## config.mk

```make
export PLATFORM = sky130hd
export DESIGN_NAME = prize_dispense_sequencer
export DESIGN_NICKNAME = d
export VERILOG_FILES = /design/src/rtl/pds_pkg.sv /design/src/rtl/prize_dispense_sequencer.sv
export SDC_FILE = /design/constraint.sdc
export NUM_CORES = 1
export LEC_CHECK = 0
export BUFFER_PORTS_ARGS = -buffer_cell sky130_fd_sc_hd__buf_2
export CORE_ASPECT_RATIO = 1.5
export CORE_MARGIN = 2
export CORE_UTILIZATION = 25
export DETAILED_ROUTE_END_ITERATION = 12
export GPL_TIMING_DRIVEN = 0
export PLACE_DENSITY = 0.41
export SLEW_MARGIN = 0
export SYNTH_ARGS = -nofsm -noshare
export SYNTH_HDL_FRONTEND = slang
export SYNTH_SLANG_ARGS = --single-unit
```

## constraint.sdc

```tcl
create_clock -name aclk -period 7.62 [get_ports aclk]
set_input_delay 0.381 -clock aclk [delete_from_list [all_inputs] [get_ports aclk]]
set_output_delay 0.381 -clock aclk [all_outputs]
set_load 0.01 [all_outputs]
```

## src/rtl/pds_pkg.sv

```systemverilog
package pds_pkg;

    localparam int unsigned MOTOR_SWAP_RUN = 10;

    // Reciprocal for the run division; exact for every 10-bit count
    localparam int unsigned RECIP_SHIFT = 32;
    localparam logic [32:0] SWAP_RECIP =
        33'(((64'(1) << RECIP_SHIFT) + 64'(MOTOR_SWAP_RUN) - 64'(1)) / 64'(MOTOR_SWAP_RUN));

    localparam int unsigned COUNT_W = 10;
    localparam int unsigned TIME_W  = 16;
    localparam int unsigned POINT_W = 16;
    localparam int unsigned ADD_W   = 8;
    localparam int unsigned CFG_IDX_W  = 3;
    localparam int unsigned CFG_DATA_W = 16;

    localparam logic [COUNT_W-1:0] COUNT_MODULUS = 10'd1000;

    localparam logic [POINT_W-1:0] GIFT_COST_RST    = 16'd100;
    localparam logic [COUNT_W-1:0] START_COUNT_RST  = 10'd0;
    localparam logic [TIME_W-1:0]  FEED_TIMEOUT_RST = 16'd30000;
    localparam logic [TIME_W-1:0]  RELEASE_WAIT_RST = 16'd200;
    localparam logic [TIME_W-1:0]  GAP_TIME_RST     = 16'd1000;
    localparam logic [TIME_W-1:0]  ERROR_REPEAT_RST = 16'd30000;

    typedef enum logic [CFG_IDX_W-1:0] {
        REG_GIFT_COST    = 3'd0,
        REG_DUAL_MOTOR   = 3'd1,
        REG_START_COUNT  = 3'd2,
        REG_FEED_TIMEOUT = 3'd3,
        REG_RELEASE_WAIT = 3'd4,
        REG_GAP_TIME     = 3'd5,
        REG_ERROR_REPEAT = 3'd6
    } cfg_index_t;

    typedef enum logic [7:0] {
        PH_WAIT_SCORE  = 8'b0000_0001,
        PH_START_MOTOR = 8'b0000_0010,
        PH_WAIT_BEAM   = 8'b0000_0100,
        PH_CONFIRM     = 8'b0000_1000,
        PH_RELEASE     = 8'b0001_0000,
        PH_GAP         = 8'b0010_0000,
        PH_ERR_WAIT    = 8'b0100_0000,
        PH_ERR_ANNOUNCE = 8'b1000_0000
    } phase_t;

    // Bit 0 of count / MOTOR_SWAP_RUN
    function automatic logic swap_bit(input logic [COUNT_W-1:0] count);
        logic [COUNT_W+32:0] product;
        product = (COUNT_W + 33)'(count) * (COUNT_W + 33)'(SWAP_RECIP);
        return product[RECIP_SHIFT];
    endfunction

    function automatic logic [COUNT_W-1:0] wrap_count(input logic [COUNT_W-1:0] count);
        return (count >= COUNT_MODULUS) ? count - COUNT_MODULUS : count;
    endfunction

endpackage

```

## src/rtl/prize_dispense_sequencer.sv

```systemverilog
// Prize chute sequencer.
// Input channel (s_valid/s_ready): one word per 1 ms tick, carrying the chute
// beam level (0 = prize in beam) and the points earned during that tick.
// Result channel (m_valid/m_ready): one word per input word with the motor
// drive, motor choice, one-tick sound/display/store requests, the gift count
// and the remaining score after that tick.
// Config channel (cfg_valid/cfg_ready, cfg_index, cfg_data): always ready,
// one register written per handshake; write only while the block is idle.
// Result: the result of a tick is on the m_ port in the cycle after its input
// word is accepted. Throughput: one word per cycle while m_ready is high, set
// by the single output register that the tick's state update loads.
// Stall: while m_ready is low and a result waits, s_ready drops; a new word
// is taken in the same cycle the waiting result is taken.
// Reset (aresetn low, synchronous): config registers return to their defaults,
// the sequencer waits for score, the count loads the default start count and
// the output register empties.
module prize_dispense_sequencer
    import pds_pkg::*;
(
    input  logic                  aclk,
    input  logic                  aresetn,

    input  logic                  s_valid,
    output logic                  s_ready,
    input  logic                  s_sensor_level,
    input  logic [ADD_W-1:0]      s_score_add,

    output logic                  m_valid,
    input  logic                  m_ready,
    output logic                  m_motor_on,
    output logic                  m_motor_select,
    output logic                  m_sound_gift,
    output logic                  m_sound_error,
    output logic                  m_error_display,
    output logic                  m_count_store,
    output logic [COUNT_W-1:0]    m_gift_count,
    output logic                  m_score_show,
    output logic [POINT_W-1:0]    m_score,

    input  logic                  cfg_valid,
    output logic                  cfg_ready,
    input  logic [CFG_IDX_W-1:0]  cfg_index,
    input  logic [CFG_DATA_W-1:0] cfg_data
);

    logic [POINT_W-1:0] gift_cost_reg;
    logic               dual_motor_reg;
    logic [TIME_W-1:0]  feed_timeout_reg;
    logic [TIME_W-1:0]  release_wait_reg;
    logic [TIME_W-1:0]  gap_time_reg;
    logic [TIME_W-1:0]  error_repeat_reg;

    phase_t             phase_reg, phase_next;
    logic [TIME_W-1:0]  elapsed_reg, elapsed_next;
    logic [POINT_W-1:0] points_reg, points_next;
    logic [COUNT_W-1:0] count_reg, count_next;
    logic               spare_reg, spare_next;
    logic               motor_reg, motor_next;

    logic               m_valid_reg;
    logic               gift_reg, gift_next;
    logic               err_snd_reg, err_snd_next;
    logic               store_reg, store_next;
    logic               show_reg, show_next;

    logic               accept;
    logic               cfg_write;
    logic [TIME_W:0]    tick;
    logic [TIME_W-1:0]  tick_sat;
    logic [COUNT_W-1:0] count_inc;
    logic [POINT_W-1:0] charged;
    logic [POINT_W:0]   sum;

    assign s_ready   = !m_valid_reg || m_ready;
    assign accept    = s_valid && s_ready;
    assign cfg_ready = 1'b1;
    assign cfg_write = cfg_valid;

    assign tick      = {1'b0, elapsed_reg} + (TIME_W + 1)'(1);
    assign tick_sat  = tick[TIME_W] ? '1 : tick[TIME_W-1:0];
    assign count_inc = count_reg + COUNT_W'(1);

    always_comb begin
        phase_next   = phase_reg;
        elapsed_next = elapsed_reg;
        count_next   = count_reg;
        spare_next   = spare_reg;
        motor_next   = motor_reg;
        charged      = points_reg;
        gift_next    = 1'b0;
        err_snd_next = 1'b0;
        store_next   = 1'b0;
        show_next    = 1'b0;

        unique case (phase_reg)
            PH_WAIT_SCORE: begin
                if (points_reg >= gift_cost_reg) begin
                    phase_next = PH_START_MOTOR;
                end
            end
            PH_START_MOTOR: begin
                count_next   = count_inc;
                spare_next   = dual_motor_reg ? swap_bit(count_inc) : 1'b0;
                motor_next   = 1'b1;
                elapsed_next = '0;
                phase_next   = PH_WAIT_BEAM;
            end
            PH_WAIT_BEAM: begin
                if (!s_sensor_level) begin
                    elapsed_next = '0;
                    phase_next   = PH_CONFIRM;
                end else begin
                    elapsed_next = tick_sat;
                    // timeout: drop the motor and latch the error
                    if (tick > {1'b0, feed_timeout_reg}) begin
                        motor_next = 1'b0;
                        phase_next = PH_ERR_ANNOUNCE;
                    end
                end
            end
            PH_CONFIRM: begin
                if (!s_sensor_level) begin
                    gift_next    = 1'b1;
                    elapsed_next = '0;
                    phase_next   = PH_RELEASE;
                end
            end
            PH_RELEASE: begin
                elapsed_next = tick_sat;
                if (tick >= {1'b0, release_wait_reg} && s_sensor_level) begin
                    motor_next   = 1'b0;
                    elapsed_next = '0;
                    phase_next   = PH_GAP;
                    count_next   = wrap_count(count_reg);
                    store_next   = 1'b1;
                end
            end
            PH_GAP: begin
                elapsed_next = tick_sat;
                if (tick >= {1'b0, gap_time_reg}) begin
                    charged    = (points_reg >= gift_cost_reg) ?
                                 points_reg - gift_cost_reg : '0;
                    show_next  = 1'b1;
                    phase_next = PH_WAIT_SCORE;
                end
            end
            PH_ERR_WAIT: begin
                elapsed_next = tick_sat;
                if (tick > {1'b0, error_repeat_reg}) begin
                    phase_next = PH_ERR_ANNOUNCE;
                end
            end
            PH_ERR_ANNOUNCE: begin
                err_snd_next = 1'b1;
                elapsed_next = '0;
                phase_next   = PH_ERR_WAIT;
            end
            default: begin
                phase_next = PH_WAIT_SCORE;
            end
        endcase

        // add this tick's points, saturating
        sum         = {1'b0, charged} + (POINT_W + 1)'(s_score_add);
        points_next = sum[POINT_W] ? '1 : sum[POINT_W-1:0];
    end

    always_ff @(posedge aclk) begin
        if (!aresetn) begin
            gift_cost_reg    <= GIFT_COST_RST;
            dual_motor_reg   <= 1'b0;
            feed_timeout_reg <= FEED_TIMEOUT_RST;
            release_wait_reg <= RELEASE_WAIT_RST;
            gap_time_reg     <= GAP_TIME_RST;
            error_repeat_reg <= ERROR_REPEAT_RST;
            phase_reg        <= PH_WAIT_SCORE;
            elapsed_reg      <= '0;
            points_reg       <= '0;
            count_reg        <= START_COUNT_RST;
            spare_reg        <= 1'b0;
            motor_reg        <= 1'b0;
            m_valid_reg      <= 1'b0;
        end else begin
            if (accept) begin
                phase_reg   <= phase_next;
                elapsed_reg <= elapsed_next;
                points_reg  <= points_next;
                count_reg   <= count_next;
                spare_reg   <= spare_next;
                motor_reg   <= motor_next;
                m_valid_reg <= 1'b1;
            end else if (m_ready) begin
                m_valid_reg <= 1'b0;
            end
            if (cfg_write) begin
                unique case (cfg_index)
                    REG_GIFT_COST:    gift_cost_reg    <= cfg_data;
                    REG_DUAL_MOTOR:   dual_motor_reg   <= cfg_data[0];
                    REG_START_COUNT:  count_reg        <= cfg_data[COUNT_W-1:0];
                    REG_FEED_TIMEOUT: feed_timeout_reg <= cfg_data;
                    REG_RELEASE_WAIT: release_wait_reg <= cfg_data;
                    REG_GAP_TIME:     gap_time_reg     <= cfg_data;
                    REG_ERROR_REPEAT: error_repeat_reg <= cfg_data;
                    default: ;
                endcase
            end
        end
    end

    // result word payload
    always_ff @(posedge aclk) begin
        if (accept) begin
            gift_reg    <= gift_next;
            err_snd_reg <= err_snd_next;
            store_reg   <= store_next;
            show_reg    <= show_next;
        end
    end

    assign m_valid         = m_valid_reg;
    assign m_motor_on      = motor_reg;
    assign m_motor_select  = spare_reg;
    assign m_sound_gift    = gift_reg;
    assign m_sound_error   = err_snd_reg;
    assign m_error_display = err_snd_reg;
    assign m_count_store   = store_reg;
    assign m_gift_count    = count_reg;
    assign m_score_show    = show_reg;
    assign m_score         = points_reg;

`ifndef SYNTHESIS
    a_gift_with_motor: assert property (@(posedge aclk) disable iff (!aresetn)
        m_valid && m_sound_gift |-> m_motor_on)
        else $error("gift sound without motor running");

    a_store_motor_off: assert property (@(posedge aclk) disable iff (!aresetn)
        m_valid && m_count_store |-> !m_motor_on && (m_gift_count < COUNT_MODULUS))
        else $error("count stored with motor on or out of range");

    a_pulses_exclusive: assert property (@(posedge aclk) disable iff (!aresetn)
        m_valid |-> $onehot0({m_sound_gift, m_sound_error, m_count_store, m_score_show}))
        else $error("more than one request pulse in one word");

    a_accept_gives_result: assert property (@(posedge aclk) disable iff (!aresetn)
        s_valid && s_ready |=> m_valid)
        else $error("accepted word produced no result");
`endif

endmodule

```

* Word level (Yosys, flattened, before mapping)
Cells that the tools add are included.
** Cells by class
- Multiplexer cells :: 34
- Magnitude comparators :: 6
- Eq/ne operators :: 22
- Multiply operators :: 1
- Reduce and logical (&&, ||, !) cells :: 20
- Add/sub/neg operators :: 5
** Operator list (count)
- 16-bit two-way mux :: 8
- 16-bit case mux with 5 select lines :: 1
- 8-bit case mux with 8 select lines :: 1
- 8-bit two-way mux :: 7
- 10-bit two-way mux :: 5
- 17-bit by 16-bit greater-or-equal comparator with 1-bit output :: 2
- 17-bit by 16-bit > comparator with 1-bit output :: 2
- 10-bit by 28-bit multiplier with 32-bit output (second input constant) :: 1
- 10-bit case mux with 2 select lines :: 1
- 16-bit by 1-bit adder with 17-bit output (second input constant) :: 1
- 16-bit by 8-bit adder with 17-bit output :: 1
- 16-bit greater-or-equal comparator :: 1
- 16-bit subtractor :: 1
- 2-bit != test (second input constant) :: 7
- 2-bit AND reduction :: 7
- 10-bit by 1-bit adder with 10-bit output (second input constant) :: 1
- 10-bit greater-or-equal comparator (second input constant) :: 1
- 1-bit two-way mux :: 10
- 10-bit subtractor (second input constant) :: 1
- 3-bit == test (second input constant) :: 3
- 8-bit by 1-bit == test with 1-bit output (second input constant) :: 1
- 8-bit by 2-bit == test with 1-bit output (second input constant) :: 1
- 8-bit by 3-bit == test with 1-bit output (second input constant) :: 1
- 8-bit by 4-bit == test with 1-bit output (second input constant) :: 1
- 19 further kinds :: 22
** Storage, ports and cells
- Bits in registers :: 138

* Logic depth before layout (Yosys ltp)
- Word-level depth :: 8
- Gate-level depth with buffers :: 28

* Least setup slack after synthesis
No wires, ideal clock.
- Path kind :: reg2reg
- Start :: reg elapsed_reg[0]
- End :: reg points_reg[15] (netlist: m_score[15])
- Setup slack :: 1.732 ns
- Data arrival time :: 5.802 ns
- Library setup time :: 0.086 ns
- Cell stages (with the launch flop) :: 27
- Period minus slack after synthesis :: 5.888 ns
- Cell sequence :: dfxtp_1 -> ha_1 -> nand3_2 -> nor2_1 -> and3_1 -> xor2_1 -> ha_1 -> a21o_1 -> a221o_1 -> a221oi_2 -> o2111ai_2 -> nand2_4 -> buf_1 -> clkbuf_1 -> nand2_1 -> o31ai_1 -> ha_1 -> inv_1 -> fa_1 -> nor2b_1 -> o21ai_0 -> a21oi_1 -> o21ai_0 -> a21oi_1 -> nand4_1 -> and4b_1 -> a211oi_1
** On the way
- Word-level cells in the longest chain between the ends :: 6
** RTL lines
- start, declared :: line prize_dispense_sequencer.sv:54 : logic [TIME_W-1:0] elapsed_reg, elapsed_next;
- start signal, assigned :: line prize_dispense_sequencer.sv:186 : elapsed_reg <= elapsed_next;
- 16-bit by 1-bit adder with 17-bit output :: line prize_dispense_sequencer.sv:79 : assign tick = {1'b0, elapsed_reg} + (TIME_W + 1)'(1);
- 17-bit by 16-bit greater-or-equal comparator with 1-bit output :: line prize_dispense_sequencer.sv:140 : if (tick >= {1'b0, gap_time_reg}) begin
- 16-bit two-way mux :: line prize_dispense_sequencer.sv:140
- 16-bit two-way mux :: line prize_dispense_sequencer.sv:95 : unique case (phase_reg)
- 16-bit by 8-bit adder with 17-bit output :: line prize_dispense_sequencer.sv:164 : sum = {1'b0, charged} + (POINT_W + 1)'(s_score_add);
- 16-bit two-way mux :: line prize_dispense_sequencer.sv:165 : points_next = sum[POINT_W] ? '1 : sum[POINT_W-1:0];
- end signal, assigned :: line prize_dispense_sequencer.sv:187 : points_reg <= points_next;
- end, declared :: line prize_dispense_sequencer.sv:55 : logic [POINT_W-1:0] points_reg, points_next;
No other way between the ends.
A chain may end at the register's enable or synchronous reset.

* Worst setup path after layout
Ends and elaborated chain as after synthesis.

==> impl_metrics.py <==
metrics = {
    "grt": {
        "grt_pass1_vias": 9638,
        "antenna_found_initial": 0,
        "grt_usage": 0.167,
        "grt-ovfl-total": 0,
        "grt_max_degree": 17,
        "grt_pass1_wl_mm": 56.9,
    },
    "place": {
        "place_ws_ps": -267,
        "placed_cells": 1967,
        "post-dp-hpwl_mm": 29.5,
        "place_area_mm2": 0.0119,
        "finalWeightedCongestion": 0.835,
        "port_buffers": 64,
    },
    "setup_path": {
        "cp_common_cell": "nand4_1",
        "timing.critical_path.arrival_ps": 7420,
        "cp.depth": 26,
        "cp_slowest_cell": "dfxtp_2",
        "path_class": "register to register",
        "cp-end-kind": "register",
        "cp_max_fo": 18,
        "crit_buf_inv": 2,
        "worst_setup_path_start_kind": "register",
        "rr_worst_depth": 26,
        "crit_required_ps": 7980,
        "cp_top_family": "simple AND/OR/NAND/NOR gates",
        "critPathMaxStageDelay_ps": 490,
    },
    "timing": {
        "slew_violations": 0,
        "period_minus_slack_ps": 7060,
        "worst_slew_pin_slew_ps": 1140,
        "fin_ws_ps": 559,
        "finClkSkew_ps": 9.91,
        "slew_headroom": 0.233,
        "setup_viol": 0,
        "clock.fmax_ghz": 0.142,
        "fin_crit_sh": 0.927,
        "hold_violations": 0,
        "rsz0062_at_grt": "no",
        "tns_ps": 0,
    },
    "cells_and_area": {
        "syn_to_final_growth_pct": 15.5,
        "nNetsFinal": 1618,
        "seq_area_mm2": 0.00280,
        "final_cell_area_mm2": 0.0125,
        "layout-drive-gt1-share": 0.104,
        "multi_input_area_mm2": 0.00724,
        "diodes": 0,
        "fin_cells": 1998,
        "final.fill_count": 4723,
    },
    "logic_synthesis": {
        "synth_nets": 1535,
        "synth_seq_cells": 138,
        "synth-edff-count": 4,
        "synth_top_area_cell": "dfxtp_1",
        "ys_types": 85,
        "syn_inst": 1332,
        "netlist_top_cells_area": "dfxtp_1 25%, ha_1 16%, nand2_1 7.1%",
        "yosysTopAreaCellShare": 0.248,
        "synth_ff_type": "dfxtp_1",
        "async_reset_ff_frac": 0,
        "avgSynthCellArea_um2": 8.13,
        "seq_area_frac_synth": 0.259,
        "syn_area_mm2": 0.0108,
        "yosysWarnings": 0,
    },
    "clocking": {
        "cts_root_buf": "clkbuf_16",
        "cts-buffers-inserted": 17,
        "cts_sinks": 138,
        "insertion_delay_ps": 450,
        "htreeDepth": 4,
        "clkTransAtPathRegs_ps": 60,
        "post_cts_buffers": 0,
        "cts_max_path_buffers": 2,
        "cts_tree": "yes",
    },
    "pwr": {
        "power.density_mw_per_mm2": 170,
        "power_leakage_nw": 5.33,
        "peakVddDrop_mv": 0.173,
    },
    "floorplan": {
        "die_h_um": 259,
        "die_x_um": 174,
        "core_mm2": 0.0428,
        "start_util": 0.253,
        "num_rows": 93,
        "ios": 69,
        "die_area_mm2": 0.0450,
    },
    "route": {
        "wl_mm": 36.8,
        "viasPerCell": 4.75,
        "vias": 9485,
        "ant_nets": 0,
        "firstDrtPassIters": 5,
        "drt-initial-drc-count": 435,
        "wire_per_inst_um": 18.4,
        "drc": 0,
    },
    "min_path": {
        "hold_depth": 3,
        "min_path_type": "input port to register",
    },
    "status": {
        "status": "finished, final reports clean",
    },
    "run": {
        "cap_violations": 0,
    },
}
per-layer routing:
metal / wire length, um / up-vias / part of all wire / GRT usage
li1: - / 4823 / - / -
met1: 15300 / 4491 / 0.42 / 0.186
met2: 19700 / 137 / 0.54 / 0.325
met3: 903 / 34 / 0.025 / 0.0198
met4: 820 / 0 / 0.022 / 0.0525
met5: 0 / - / 0 / 0
worst reg2reg max path, stage by stage (launching register included):
cell and delay, ps:
dfxtp_2 490, nand4_1 210, nor2_1 340, nand2_1 120, nor2_1 250, and3_1 280, nand3_1 150, xnor2_2 450
ha_1 240, and3_1 200, nand4_1 210, or3b_1 460, o2111ai_2 170, nand2_4 230, clkbuf_1 310, o31ai_1 290
ha_1 240, inv_1 70, fa_1 400, nor2b_1 120, o21ai_0 130, a21oi_1 270, o21ai_0 230, a21oi_1 400
nand4_1 250, and4b_1 260, a211oi_1 210
metrics by stage:
| stage | power [mW] | hold slack, ps | utilization |
|---|---|---|---|
| 6_report | 2.12 | 182 | 0.292 |
| 5_1_grt | 2.24 | 211 | 0.292 |
| 4_1_cts | 2.15 | 160 | 0.292 |
| 3_5_place_dp | 1.26 | 446 | 0.277 |
| 3_3_place_gp | 1.26 | 443 | 0.277 |
| 2_1_floorplan | 1.11 | 434 | - |
cells in the final DEF, fill, tap and decap left out, types with 3 or more instances in the layout:
master	instances
o21a_1	8
a211oi_1	17
nand3_1	31
nand4_1	23
dfxtp_1	133
a31oi_1	10
xnor2_1	27
o21bai_1	3
a21oi_1	124
clkinv_4	4
o211ai_1	35
a21o_1	22
a31oi_4	9
a211o_1	3
or2_2	3
or3_1	4
and2_1	8
nor4_1	7
nand2b_1	11
clkbuf_1	46
inv_1	151
nor3_1	14
o31ai_1	21
nor2b_1	13
nand3b_1	3
nand2_1	204
ha_1	141
and3_1	9
xor2_1	21
clkbuf_16	17
nor2_1	45
fa_1	29
clkinv_2	3
buf_2	70
edfxtp_1	4
bufinv_16	3
o21ai_0	70
nor3b_1	6
where the power goes:
part / leakage (nW) / total, mW / switching [mW] / internal [mW]
Clock: 0.297 / 0.885 / 0.361 / 0.524
Combinational: 3.90 / 0.464 / 0.289 / 0.175
Sequential: 1.13 / 0.774 / 0.0246 / 0.749
Total: 5.33 / 2.12 / 0.675 / 1.45
cell usage after synthesis (all sizes together), types with 23 or more instances:
| master | n |
|---|---|
| a21oi | 125 |
| clkbuf | 46 |
| dfxtp | 134 |
| fa | 29 |
| ha | 141 |
| inv | 153 |
| nand2 | 206 |
| nand3 | 32 |
| nand4 | 24 |
| nor2 | 46 |
| o211ai | 35 |
| o21ai | 72 |
| xnor2 | 29 |
| xor2 | 23 |
worst paths after layout:
kind / slack [ps] / endpoint / start
worst min register to register: 450 / feed_timeout_reg[2] / feed_timeout_reg[2]
worst max-delay path: 560 / m_score[15] / elapsed_reg[0]
worst min-delay path: 180 / m_valid / s_valid
worst max register to register: 560 / m_score[15] / elapsed_reg[0]
cells by family (layout without fill, tap and decap cells):
logic type,after synthesis,after routing,synth area share
compound gates,357,357,0.225
xor+xnor,52,52,0.0421
fa+ha+maj,170,170,0.217
buf+inv,209,305,0.0750
flops,138,138,0.259
mux,2,2,0.00185
other cells,1,1,0.000346
simple gates,403,403,0.180
what timing repair did:
action	in CTS	in global routing
gates cloned	0	0
hold buffers	0	0
resized for setup	5	0
endpoints found under the setup margin	16	16
layout make-up:
class	instances	area share
multi-input cells	985	0.579
flip-flops and latches	138	0.224
well taps	570	0.0570
inverters	153	0.0459
clock buffers	18	0.0351
repair buffers	65	0.0260
plain buffers	55	0.0188
clock inverters	14	0.0136
Power figures use the tool's default switching activity.
